`config.mk`:
```
export PLATFORM = sky130hd
export DESIGN_NAME = khr_ram
export DESIGN_NICKNAME = d
export VERILOG_FILES = /design/src/hw/rtl/khr_ram.sv
export SDC_FILE = /design/constraint.sdc
export NUM_CORES = 1
export LEC_CHECK = 0
export ABC_AREA = 1
export BUFFER_PORTS_ARGS = -buffer_cell sky130_fd_sc_hd__buf_2
export CELL_PAD_IN_SITES_DETAIL_PLACEMENT = 0
export CELL_PAD_IN_SITES_GLOBAL_PLACEMENT = 1
export CORE_MARGIN = 4
export CORE_UTILIZATION = 46
export CTS_BUF_LIST = sky130_fd_sc_hd__clkbuf_16
export CTS_CLUSTER_DIAMETER = 40
export CTS_CLUSTER_SIZE = 12
export DETAILED_ROUTE_END_ITERATION = 6
export GPL_TIMING_DRIVEN = 0
export PLACE_DENSITY_LB_ADDON = 0.12
export SYNTH_ARGS = -nofsm -noshare
export SYNTH_HDL_FRONTEND = slang
export SYNTH_SLANG_ARGS = --single-unit
```
`constraint.sdc`:
```
create_clock -name clk_i -period 1.8 [get_ports clk_i]
set_input_delay 0 -clock clk_i [delete_from_list [all_inputs] [get_ports clk_i]]
set_output_delay 0 -clock clk_i [all_outputs]
set_load 0.01 [all_outputs]
```
`src/hw/rtl/khr_ram.sv`:
```
module khr_ram #(
  parameter int unsigned WIDTH = 8,
  parameter int unsigned DEPTH = 64
) (
  input  logic                     clk_i,
  input  logic                     we_i,
  input  logic [$clog2(DEPTH)-1:0] waddr_i,
  input  logic [WIDTH-1:0]         wdata_i,
  input  logic                     re_i,
  input  logic [$clog2(DEPTH)-1:0] raddr_i,
  output logic [WIDTH-1:0]         rdata_o
);

  logic [WIDTH-1:0] mem_q [DEPTH];
  logic [WIDTH-1:0] rdata_q;

  always_ff @(posedge clk_i) begin
    if (we_i) begin
      mem_q[waddr_i] <= wdata_i;
    end
    if (re_i) begin
      rdata_q <= mem_q[raddr_i];
    end
  end

  assign rdata_o = rdata_q;

endmodule

```
==> results of run 1 <==
synth_stat cells:
master | number | area share [%]
sky130_fd_sc_hd__buf_4 | 14 | 0.49
sky130_fd_sc_hd__buf_2 | 37 | 0.86
sky130_fd_sc_hd__nand4_1 | 9 | 0.26
sky130_fd_sc_hd__buf_8 | 2 | 0.14
sky130_fd_sc_hd__edfxtp_1 | 520 | 73
sky130_fd_sc_hd__nand3_1 | 439 | 10
sky130_fd_sc_hd__buf_1 | 10 | 0.18
sky130_fd_sc_hd__inv_1 | 10 | 0.18
sky130_fd_sc_hd__clkbuf_1 | 15 | 0.26
sky130_fd_sc_hd__inv_2 | 1 | 0.018
sky130_fd_sc_hd__buf_6 | 35 | 1.8
sky130_fd_sc_hd__nor4_1 | 8 | 0.23
sky130_fd_sc_hd__nand2_1 | 648 | 11
sky130_fd_sc_hd__inv_6 | 1 | 0.041
sky130_fd_sc_hd__nor2_1 | 56 | 0.98
per-stage QoR:
stage	hold WS [ps]	power (mW)
2_1_floorplan	98.9	14.7
3_3_place_gp	403	15.5
3_5_place_dp	409	15.5
4_1_cts	42.7	29.6
5_1_grt	15.3	30.3
6_report	-14.3	29.5
registers in the layout, summed over array words and instances (netlist names):
signal and count:
mem_q 512, rdata_o 8
cell type report:
| type | instances | share of cell area, % |
|---|---|---|
| flip-flops and latches | 520 | 62.4 |
| multi-input cells | 1160 | 20.5 |
| clock buffers | 75 | 7.49 |
| plain buffers | 113 | 3.23 |
| well taps | 600 | 3.00 |
| clock inverters | 59 | 2.21 |
| repair buffers | 37 | 0.984 |
| inverters | 12 | 0.200 |
cells by family (layout without fill, tap and decap cells):
kind of cell | count (synthesis) | in the layout
buffers and inverters | 125 | 296
and+or+nand+nor | 1160 | 1160
DFF | 520 | 520
power by group through the flow:
stage	Sequential [mW]	Clock (mW)	Combinational, mW
finish	13.5	14.2	1.84
global route	13.5	14.9	1.99
CTS	13.5	14.3	1.82
detailed placement	13.7	0	1.81
global placement	13.7	0	1.78
floorplan	13.7	0	0.942
per-layer routing:
layer / vias to the layer above / GRT usage, % / routed length, um
met5: - / 0 / 20
met1: 7112 / 38.7 / 29200
met3: 102 / 5.36 / 4840
met2: 552 / 39.6 / 29400
met4: 4 / 7.32 / 1650
li1: 6626 / - / -
critical path, stage by stage:
cell and delay, ps:
sky130_fd_sc_hd__clkbuf_1 220, sky130_fd_sc_hd__inv_1 310, sky130_fd_sc_hd__nand4_1 630, sky130_fd_sc_hd__nor2_1 980
repair_timing:
action / in CTS / in global routing
gates resized for setup: 21 / 32
gates cloned: 0 / 0
hold buffers: 1 / 0
pin swaps: 0 / 2
endpoints found under the hold margin: 8 / 0
setup endpoints to repair: 139 / 363
buffers inserted: 0 / 6
worst paths after layout:
check / end / slack (ps)
max: mem_q[41][2] / -120
min: mem_q[29][2] / -10
max reg2reg: rdata_o[4] / 190
min reg2reg: rdata_o[0] / 1000
==> impl_table.tex, run 1 <==
\begin{tabular}{lr}
\hline
Metric & Value \\
\hline
\multicolumn{2}{l}{\textbf{Power and ir drop}} \\
Fraction of power spent switching nets & 23.7\% \\
Net load switching power & 6.97 mW \\
Leakage & 9.08 nW \\
Worst vdd ir & 0.965 mV \\
Total power density per cell area & 1180 nW/um2 \\
Clock share of power & 48.0\% \\
Part of the total power dissipated in sequential elements & 45.7\% \\
Internal portion of total power & 22.5 mW \\
Combinational cell fraction of total power & 6.2\% \\
\multicolumn{2}{l}{\textbf{Synthesis}} \\
Number of register bits inferred by synthesis & 520 \\
Mean instance size in the synthesized netlist & 11.9 um2 \\
Area of the mapped netlist & 21400 um2 \\
Number of different library cells in the post-synthesis netlist & 15 \\
Cell count after synthesis & 1805 \\
Syn nets & 1828 \\
Portion of netlist area occupied by mux cells & 0\% \\
Yosys warning total & 0 \\
Part of the Yosys area used for sequential elements & 72.9\% \\
Fraction of the mapped netlist area in compound gates & 0\% \\
Basic-gate share of the synthesized area counting and, or, nand and nor cells & 23.1\% \\
Area share of fa/ha/maj cells after synthesis & 0\% \\
Largest family of logic cells by synthesized area & simple AND/OR/NAND/NOR gates \\
Xor and xnor area share after synthesis & 0\% \\
\multicolumn{2}{l}{\textbf{Cells and area}} \\
Commonest non-fill, non-tap cells in the layout & sky130\_fd\_sc\_hd\_\_nand2\_1 (648), sky130\_fd\_sc\_hd\_\_edfxtp\_1 (520), sky130\_fd\_sc\_hd\_\_nand3\_1 (439) \\
Final cell count without fillers & 2576 \\
Utilization of the core after routing & 54.8\% \\
Antenna cells & 0 \\
Count of fill cells added during filler insertion & 3935 \\
Sequential cell area in the final layout & 15600 um2 \\
Signed area change from the synthesized netlist to the final layout & 16.9\% \\
Final net count & 1941 \\
Fraction of final layout cells sized beyond drive strength 1 & 15.3\% \\
Final instance area & 25000 um2 \\
Multi-input logic area & 5140 um2 \\
Most common library cell in the layout ignoring fill and taps & sky130\_fd\_sc\_hd\_\_nand2\_1 \\
\multicolumn{2}{l}{\textbf{Clock network}} \\
Clock-pin slew on the worst setup and hold paths & 50 ps \\
Deepest clock path buffer count & 3 \\
Cell at the root of the clock tree & sky130\_fd\_sc\_hd\_\_clkbuf\_16 \\
Clock buffers created by TritonCTS & 74 \\
Clk\_lat worst skew & 600 ps \\
Sink Count & 520 \\
Clock tree from TritonCTS & done \\
H-tree depth reported by CTS & 3 \\
\multicolumn{2}{l}{\textbf{STA}} \\
Setup-failing EPs final & 108 \\
Final min period & 1920 ps \\
Slew Limit Fails & 0 \\
Worst max-slew margin expressed relative to the limit & 7.84\% \\
Part of the cycle the worst path needs & 107\% \\
Worst Skew & 11.3 ps \\
Setup TNS & -6520 ps \\
Final hold violation count & 6 \\
Minimum hold slack & -14.3 ps \\
Pin slew with the least headroom to its limit & 1380 ps \\
Unrepaired setup endpoints after global routing & yes \\
PnR worst setup slack & -123 ps \\
Top achievable clock speed & 0.520 GHz \\
\multicolumn{2}{l}{\textbf{Critical path}} \\
Logic depth of the worst register-to-register path & 8 \\
Crit Path Class & input pin to flip-flop \\
Endpoint kind of the worst setup timing path & flip-flop \\
Kind of launch point of the worst setup path & input pin \\
Worst setup startpoint & waddr\_i[2] \\
Crit path required time & 2020 ps \\
Highest fanout seen on the critical path & 9 \\
Data arrival time of the critical path & 2140 ps \\
Startpoint of the lowest-slack register-to-register path & mem\_q[59][4] \\
\multicolumn{2}{l}{\textbf{Floorplanning}} \\
Number of placed I/O pins & 31 \\
Starting density of the core & 46.9\% \\
Chip Height & 224 um \\
Number of rows created at floorplan & 78 \\
Std-Cell Core Area & 45700 um2 \\
Die width & 224 um \\
Die area & 50100 um2 \\
\multicolumn{2}{l}{\textbf{Placement}} \\
Placed standard-cell area & 22400 um2 \\
GPL Wtd Cong & 0.941 \\
Worst slack at placement & -822 ps \\
Hpwl dp & 43100 um \\
Placed instance count & 2435 \\
Port buffer count & 22 \\
\multicolumn{2}{l}{\textbf{Hold path}} \\
Hold Startpoint & wdata\_i[2] \\
Worst Hold Class & input pin to flip-flop \\
Number of cells traversed by the worst hold path & 1 \\
\multicolumn{2}{l}{\textbf{Global route}} \\
Initial antenna violation count & 2 \\
Sum of overflow across all layers after global routing & 0 \\
Via count of the first global-routing pass & 13696 \\
Global router's overall resource usage & 26.1\% \\
Largest net degree at the start of global routing & 65 \\
Wire length of the first global-routing pass & 94300 um \\
\multicolumn{2}{l}{\textbf{Flow run}} \\
Number of max-capacitance violations reported & 0 \\
\multicolumn{2}{l}{\textbf{Routing}} \\
Detailed Routing Iterations Pass 1 & 7 \\
Routed len/inst & 25.3 um \\
Total wire length after detailed routing & 65100 um \\
Count of unresolved DRC violations after routing & 2 \\
Via/cell ratio & 5.59 \\
Count of routing violations after the opening detailed-route iteration & 1702 \\
Number of nets with antenna violations after routing & 0 \\
Number of vias after detailed routing & 14396 \\
\multicolumn{2}{l}{\textbf{Status}} \\
Run status & complete, but fails checks \\
Failing checks & DRC, hold timing, setup timing \\
\hline
\end{tabular}
(Power assumes the default switching activity.)
==> run 2, diff against run 1 <==
--- a/config.mk
+++ b/config.mk
@@ -9,7 +9,7 @@
 export BUFFER_PORTS_ARGS = -buffer_cell sky130_fd_sc_hd__buf_2
 export CELL_PAD_IN_SITES_DETAIL_PLACEMENT = 0
 export CELL_PAD_IN_SITES_GLOBAL_PLACEMENT = 1
-export CORE_MARGIN = 4
+export CORE_MARGIN = 1.5
 export CORE_UTILIZATION = 46
 export CTS_BUF_LIST = sky130_fd_sc_hd__clkbuf_16
 export CTS_CLUSTER_DIAMETER = 40
==> impl_table.tex, run 2 (synthesis gave the netlist of run 1 again) <==
\begin{tabular}{lr}
\hline
Metric & Value \\
\hline
\multicolumn{2}{l}{\textbf{Global route}} \\
Via count of the first global-routing pass & 13629 (-0.49\%) \\
Global router's overall resource usage & 27.9\% (+1.8 points) \\
Wire length of the first global-routing pass & 93700 um (-0.70\%) \\
Sum of overflow across all layers after global routing & 0 (unchanged) \\
Initial antenna violation count & 0 (-2) \\
Largest net degree at the start of global routing & 65 (unchanged) \\
\multicolumn{2}{l}{\textbf{Cells and area}} \\
Multi-input logic area & 5110 um2 (-0.68\%) \\
Final instance area & 25200 um2 (+0.46\%) \\
Count of fill cells added during filler insertion & 3848 (-2.2\%) \\
Signed area change from the synthesized netlist to the final layout & 17.5\% \\
Most common library cell in the layout ignoring fill and taps & sky130\_fd\_sc\_hd\_\_nand2\_1 \\
Largest register by flop count & mem\_q \\
Commonest non-fill, non-tap cells in the layout & sky130\_fd\_sc\_hd\_\_nand2\_1 (648), sky130\_fd\_sc\_hd\_\_edfxtp\_1 (520), sky130\_fd\_sc\_hd\_\_nand3\_1 (439) \\
Antenna cells & 0 (unchanged) \\
Sequential cell area in the final layout & 15600 um2 (unchanged) \\
Fraction of final layout cells sized beyond drive strength 1 & 14.8\% (-0.50 points) \\
Final net count & 1938 (-0.15\%) \\
Max reg flops & 512 (unchanged) \\
\multicolumn{2}{l}{\textbf{Clock network}} \\
H-tree depth reported by CTS & 3 (unchanged) \\
Cell at the root of the clock tree & sky130\_fd\_sc\_hd\_\_clkbuf\_16 \\
Sink Count & 520 (unchanged) \\
Clock-pin slew on the worst setup and hold paths & 50 ps (about the same) \\
Post-CTS Setup Repair Bufs & 0 (unchanged) \\
Deepest clock path buffer count & 3 (unchanged) \\
Clk\_lat worst skew & 610 ps (about the same) \\
Clock buffers created by TritonCTS & 77 (+4.1\%) \\
Clock tree from TritonCTS & done \\
\multicolumn{2}{l}{\textbf{Placement}} \\
Hpwl dp & 42500 um (-1.2\%) \\
Worst slack at placement & -763 ps (+58.7 ps) \\
Placed standard-cell area & 22400 um2 (about the same) \\
GPL Wtd Cong & 0.908 (-3.6\%) \\
Port buffer count & 22 (unchanged) \\
\multicolumn{2}{l}{\textbf{Hold path}} \\
Number of cells traversed by the worst hold path & 1 (unchanged) \\
Worst Hold Class & input pin to flip-flop \\
Hold Startpoint & wdata\_i[1] \\
Hold endpoint & mem\_q[20][1] \\
\multicolumn{2}{l}{\textbf{STA}} \\
Final min period & 1990 ps (+69.5 ps) \\
Worst max-slew margin expressed relative to the limit & 10.3\% (+2.4 points) \\
Final hold violation count & 0 (-6) \\
Minimum hold slack & 3.11 ps (+17.4 ps) \\
Worst Skew & 19.1 ps (+7.74 ps) \\
Part of the cycle the worst path needs & 111\% (+3.9 points) \\
Unrepaired setup endpoints after global routing & yes \\
PnR worst setup slack & -193 ps (-69.5 ps) \\
Setup TNS & -4340 ps (+2180 ps) \\
Setup-failing EPs final & 50 (-54\%) \\
Top achievable clock speed & 0.502 GHz (-3.5\%) \\
Slew Limit Fails & 0 (unchanged) \\
Pin slew with the least headroom to its limit & 1350 ps (-36.6 ps) \\
\multicolumn{2}{l}{\textbf{Critical path}} \\
Top Family by Delay on Critical Path & simple AND/OR/NAND/NOR gates \\
Buffers \& Inverters on Critical Path & 2 (unchanged) \\
Slack of the worst reg-to-reg path & 200 ps (about the same) \\
Slowest stage cell, crit path & sky130\_fd\_sc\_hd\_\_nor2\_1 \\
Biggest cell delay along the critical path & 1040 ps (+60 ps) \\
Logic depth of the worst register-to-register path & 8 (unchanged) \\
Endpoint kind of the worst setup timing path & flip-flop \\
Crit path required time & 2030 ps (about the same) \\
Ordered cell list for the critical path & clkbuf\_1 -> inv\_1 -> nand4\_1 -> nor2\_1 \\
Highest fanout seen on the critical path & 9 (unchanged) \\
FF-to-FF End & rdata\_o[5] \\
Kind of launch point of the worst setup path & input pin \\
Crit Path Class & input pin to flip-flop \\
Data arrival time of the critical path & 2220 ps (+80 ps) \\
Startpoint of the lowest-slack register-to-register path & mem\_q[50][5] \\
\multicolumn{2}{l}{\textbf{Floorplanning}} \\
Starting density of the core & 46.9\% (unchanged) \\
Number of placed I/O pins & 31 (unchanged) \\
Die area & 47900 um2 (-4.4\%) \\
Chip Height & 219 um (-2.2\%) \\
Std-Cell Core Area & 45700 um2 (unchanged) \\
Number of rows created at floorplan & 78 (unchanged) \\
Die width & 219 um (-2.2\%) \\
\multicolumn{2}{l}{\textbf{Status}} \\
Failing checks & setup timing \\
Run status & complete, but fails checks \\
\multicolumn{2}{l}{\textbf{Routing}} \\
Routed len/inst & 25.2 um (-0.12\%) \\
Total wire length after detailed routing & 65000 um (-0.16\%) \\
Number of vias after detailed routing & 14579 (+1.3\%) \\
Detailed Routing Iterations Pass 1 & 6 (-1) \\
Count of routing violations after the opening detailed-route iteration & 1690 (-0.71\%) \\
Count of unresolved DRC violations after routing & 0 (-2) \\
Via/cell ratio & 5.66 (+1.3\%) \\
Number of nets with antenna violations after routing & 0 (unchanged) \\
\multicolumn{2}{l}{\textbf{Power and ir drop}} \\
Worst vdd ir & 0.969 mV (+0.48\%) \\
Total power density per cell area & 1210 nW/um2 (+2.9\%) \\
Leakage & 9.17 nW (+1.0\%) \\
Power, Total & 30.5 mW (+3.4\%) \\
\multicolumn{2}{l}{\textbf{Flow run}} \\
Number of max-capacitance violations reported & 0 (unchanged) \\
\hline
\end{tabular}
[run 2: cell types whose count changed in the layout (fill, tap and decap cells not counted)]
cell,previous run,this run
sky130_fd_sc_hd__buf_4,34,29
sky130_fd_sc_hd__buf_6,36,35
sky130_fd_sc_hd__bufinv_16,6,9
sky130_fd_sc_hd__clkbuf_16,75,81
sky130_fd_sc_hd__clkinv_1,8,5
sky130_fd_sc_hd__clkinv_2,8,10
sky130_fd_sc_hd__clkinv_4,7,6
sky130_fd_sc_hd__clkinvlp_4,9,8
sky130_fd_sc_hd__inv_1,15,19
sky130_fd_sc_hd__inv_6,15,8
sky130_fd_sc_hd__inv_8,0,2
sky130_fd_sc_hd__nor2_1,9,17
sky130_fd_sc_hd__nor2_2,41,36
sky130_fd_sc_hd__nor2_4,6,3
[run 2: metal layers]
layer	global-route usage (%)	share of wire (%)	vias up
met4	8.70	2.4	0
met1	40.6	43	7167
li1	-	-	6612
met5	0	0	-
met3	5.53	8.8	113
met2	42.4	46	687
[run 2: final cells by class]
class	count	area share [%]
buffer	113	3.21
clock buffer	81	8.06
clock inverter	58	2.39
inverter	12	0.199
multi-input combinational	1160	20.3
sequential	520	62.1
tap	600	2.98
timing repair buffer	31	0.786
[run 2: worst max-delay path by stage]
stage / start / endpoint / slack [ps] / depth (start not counted)
after global placement: we_i / mem_q[50][3] / -980 / 3
after detailed placement: waddr_i[0] / mem_q[26][1] / -760 / 4
after global routing: waddr_i[0] / mem_q[40][6] / -220 / 4
after CTS: waddr_i[0] / mem_q[24][6] / -90 / 4
final: waddr_i[1] / mem_q[40][6] / -190 / 4
after floorplan: we_i / mem_q[48][0] / 30 / 3
[run 2: what timing repair did]
action | CTS | global route
pin swaps | 0 | 1
endpoints found under the hold margin | 8 | 0
cloned | 0 | 0
setup endpoints to repair | 67 | 231
hold buffers | 1 | 0
gates resized for setup | 6 | 36
[run 2: power by group]
group / leakage, nW / switching [mW] / internal (mW)
logic: 3.18 / 1.37 / 0.457
clock network: 1.30 / 5.63 / 9.53
registers: 4.69 / 0.0226 / 13.4
[run 2: per-stage QoR]
| step | cells | utilization [%] |
|---|---|---|
| detailed placement | 2435 | 49.0 |
| floorplan | 1805 | - |
| global route | 2575 | 55.1 |
| CTS | 2575 | 54.9 |
| global placement | 2427 | 48.8 |
| finish | 2575 | 55.1 |
==> run 3, diff against run 2 <==
==> constraint.sdc (replaced) <==
create_clock -name clk_i -period 1.7 [get_ports clk_i]
set_input_delay 0 -clock clk_i [delete_from_list [all_inputs] [get_ports clk_i]]
set_output_delay 0 -clock clk_i [all_outputs]
set_load 0.01 [all_outputs]
==> impl_table.tex, run 3 (synthesis gave the netlist of run 1 again) <==
\begin{tabular}{lr}
\hline
Metric & Value \\
\hline
\multicolumn{2}{l}{\textbf{STA}} \\
PnR worst setup slack & -118 ps (+74.7 ps) \\
Part of the cycle the worst path needs & 107\% \\
Final hold violation count & 1 (+1) \\
Unrepaired setup endpoints after global routing & yes \\
Worst max-slew margin expressed relative to the limit & 10.8\% (+0.55 points) \\
Pin slew with the least headroom to its limit & 1340 ps (-8.19 ps) \\
Final min period & 1820 ps \\
Setup-failing EPs final & 61 (+22\%) \\
Minimum hold slack & -0.844 ps (-3.95 ps) \\
Worst Skew & 16.6 ps (-2.46 ps) \\
Slew Limit Fails & 0 (unchanged) \\
Top achievable clock speed & 0.550 GHz \\
\multicolumn{2}{l}{\textbf{Cells and area}} \\
Commonest non-fill, non-tap cells in the layout & sky130\_fd\_sc\_hd\_\_nand2\_1 (648), sky130\_fd\_sc\_hd\_\_edfxtp\_1 (520), sky130\_fd\_sc\_hd\_\_nand3\_1 (439) \\
Sequential cell area in the final layout & 15600 um2 (unchanged) \\
Multi-input logic area & 5160 um2 (+0.98\%) \\
Count of fill cells added during filler insertion & 3843 (-0.13\%) \\
Signed area change from the synthesized netlist to the final layout & 17.9\% \\
Largest register by flop count & mem\_q \\
Final net count & 1944 (+0.31\%) \\
Final instance area & 25300 um2 (+0.38\%) \\
Final cell count without fillers & 2581 (+0.23\%) \\
Most common library cell in the layout ignoring fill and taps & sky130\_fd\_sc\_hd\_\_nand2\_1 \\
Max reg flops & 512 (unchanged) \\
Fraction of final layout cells sized beyond drive strength 1 & 15.6\% (+0.81 points) \\
Antenna cells & 0 (unchanged) \\
\multicolumn{2}{l}{\textbf{Flow run}} \\
Number of max-capacitance violations reported & 0 (unchanged) \\
\multicolumn{2}{l}{\textbf{Clock network}} \\
H-tree depth reported by CTS & 3 (unchanged) \\
Clock buffers created by TritonCTS & 77 (unchanged) \\
Clock-pin slew on the worst setup and hold paths & 50 ps (about the same) \\
Cell at the root of the clock tree & sky130\_fd\_sc\_hd\_\_clkbuf\_16 \\
Clock tree from TritonCTS & done \\
Clk\_lat worst skew & 610 ps (about the same) \\
Deepest clock path buffer count & 3 (unchanged) \\
Sink Count & 520 (unchanged) \\
\multicolumn{2}{l}{\textbf{Critical path}} \\
Worst setup startpoint & waddr\_i[2] \\
Kind of launch point of the worst setup path & input pin \\
Endpoint kind of the worst setup timing path & flip-flop \\
Startpoint of the lowest-slack register-to-register path & mem\_q[50][5] \\
Crit Path Class & input pin to flip-flop \\
Highest fanout seen on the critical path & 9 (unchanged) \\
Biggest cell delay along the critical path & 820 ps (-220 ps) \\
Top Family by Delay on Critical Path & simple AND/OR/NAND/NOR gates \\
Ordered cell list for the critical path & clkbuf\_1 -> inv\_1 -> nand4\_1 -> nor2\_2 \\
Buffers \& Inverters on Critical Path & 2 (unchanged) \\
Crit path required time & 1930 ps (-100 ps) \\
Slack of the worst reg-to-reg path & 90 ps (-110 ps) \\
Slowest stage cell, crit path & sky130\_fd\_sc\_hd\_\_nor2\_2 \\
Data arrival time of the critical path & 2050 ps (-170 ps) \\
\multicolumn{2}{l}{\textbf{Global route}} \\
Via count of the first global-routing pass & 13650 (+0.15\%) \\
Global router's overall resource usage & 27.9\% (about the same) \\
Largest net degree at the start of global routing & 65 (unchanged) \\
Met1 Use GR & 40.7\% (+0.11 points) \\
GRT met2 Usage & 42.4\% (about the same) \\
Gr busiest metal & met2 \\
Met3 track demand over resource & 5.25\% (-0.28 points) \\
Wire length of the first global-routing pass & 93600 um (about the same) \\
Sum of overflow across all layers after global routing & 0 (unchanged) \\
Initial antenna violation count & 0 (unchanged) \\
\multicolumn{2}{l}{\textbf{Routing}} \\
Via/cell ratio & 5.68 (+0.33\%) \\
Detailed Routing Iterations Pass 1 & 5 (-1) \\
Number of vias after detailed routing & 14661 (+0.56\%) \\
Routed len/inst & 25.1 um (-0.63\%) \\
Number of nets with antenna violations after routing & 0 (unchanged) \\
Total wire length after detailed routing & 64700 um (-0.40\%) \\
Count of routing violations after the opening detailed-route iteration & 1665 (-1.5\%) \\
Count of unresolved DRC violations after routing & 0 (unchanged) \\
\multicolumn{2}{l}{\textbf{Placement}} \\
GPL Wtd Cong & 0.908 (unchanged) \\
Hpwl dp & 42500 um (unchanged) \\
Placed instance count & 2435 (unchanged) \\
Port buffer count & 22 (unchanged) \\
Placed standard-cell area & 22400 um2 (unchanged) \\
\multicolumn{2}{l}{\textbf{Power and ir drop}} \\
Internal portion of total power & 24.8 mW (+5.9\%) \\
Part of the total power dissipated in sequential elements & 44.3\% (about the same) \\
Net load switching power & 7.41 mW (+5.5\%) \\
Combinational cell fraction of total power & 6.0\% (about the same) \\
Total power density per cell area & 1280 nW/um2 (+5.4\%) \\
Leakage & 9.20 nW (+0.26\%) \\
Worst vdd ir & 1.03 mV (+5.9\%) \\
Fraction of power spent switching nets & 23.0\% (-0.070 points) \\
Clock share of power & 49.7\% (about the same) \\
\multicolumn{2}{l}{\textbf{Floorplanning}} \\
Die width & 219 um (unchanged) \\
Std-Cell Core Area & 45700 um2 (unchanged) \\
Number of placed I/O pins & 31 (unchanged) \\
Chip Height & 219 um (unchanged) \\
Number of rows created at floorplan & 78 (unchanged) \\
Die area & 47900 um2 (unchanged) \\
Starting density of the core & 46.9\% (unchanged) \\
\multicolumn{2}{l}{\textbf{Status}} \\
Failing checks & hold timing, setup timing \\
Run status & complete, but fails checks \\
\multicolumn{2}{l}{\textbf{Hold path}} \\
Hold Startpoint & wdata\_i[1] \\
Worst Hold Class & input pin to flip-flop \\
\hline
\end{tabular}
run 3: changes by cell type in the layout (fill, tap and decap cells not counted):
cell | previous run | this run
sky130_fd_sc_hd__inv_2 | 1 | 2
sky130_fd_sc_hd__nor2_4 | 3 | 8
sky130_fd_sc_hd__nor2_1 | 17 | 7
sky130_fd_sc_hd__inv_1 | 19 | 18
sky130_fd_sc_hd__buf_4 | 29 | 35
sky130_fd_sc_hd__nor2_2 | 36 | 41
run 3: through the flow:
stage                     setup TNS [ps]  utilization, %  worst slack, ps  hold slack [ps]  total power [mW]
after floorplan                    -4230               -            -66.1             98.9              15.5
after global placement           -279090            48.8            -1080              408              16.4
after detailed placement         -292670            49.0             -863              410              16.4
after CTS                          -6080            54.9             -188             45.9              32.3
after global routing               -4350            55.3             -111             30.6              33.0
final                              -2840            55.3             -118           -0.844              32.2
run 3: worst paths after layout:
kind,endpoint,depth (start not counted)
max reg2reg,rdata_o[5],8
max,mem_q[41][0],4
min,mem_q[21][1],1
min reg2reg,rdata_o[0],8
run 3: area by class of cell:
class	count	share of cell area (%)
Buffer	113	3.20
Multi-Input combinational cell	1160	20.4
Tap cell	600	2.97
Clock buffer	81	8.03
Clock inverter	58	2.38
Sequential cell	520	61.8
Timing Repair Buffer	37	0.961
Inverter	12	0.198
run 3: timing repair:
action,4_1_cts,5_1_grt
setup endpoints to repair,158,357
hold endpoints to repair,8,0
hold buffers,1,0
pin swaps,0,2
gates resized for setup,21,37
setup buffers,0,6
run 3: metal layers:
| layer | wire length, um | up-vias |
|---|---|---|
| li1 | - | 6625 |
| met1 | 27600 | 7218 |
| met2 | 29700 | 704 |
| met3 | 5850 | 114 |
| met4 | 1570 | 0 |
| met5 | 0 | - |
run 3: power groups by stage:
stage | logic [mW] | clock network [mW] | registers [mW]
after floorplan | 0.998 | 0 | 14.5
after global placement | 1.87 | 0 | 14.5
after detailed placement | 1.90 | 0 | 14.5
after CTS | 1.91 | 16.2 | 14.3
after global routing | 2.08 | 16.6 | 14.3
final | 1.94 | 16.0 | 14.3
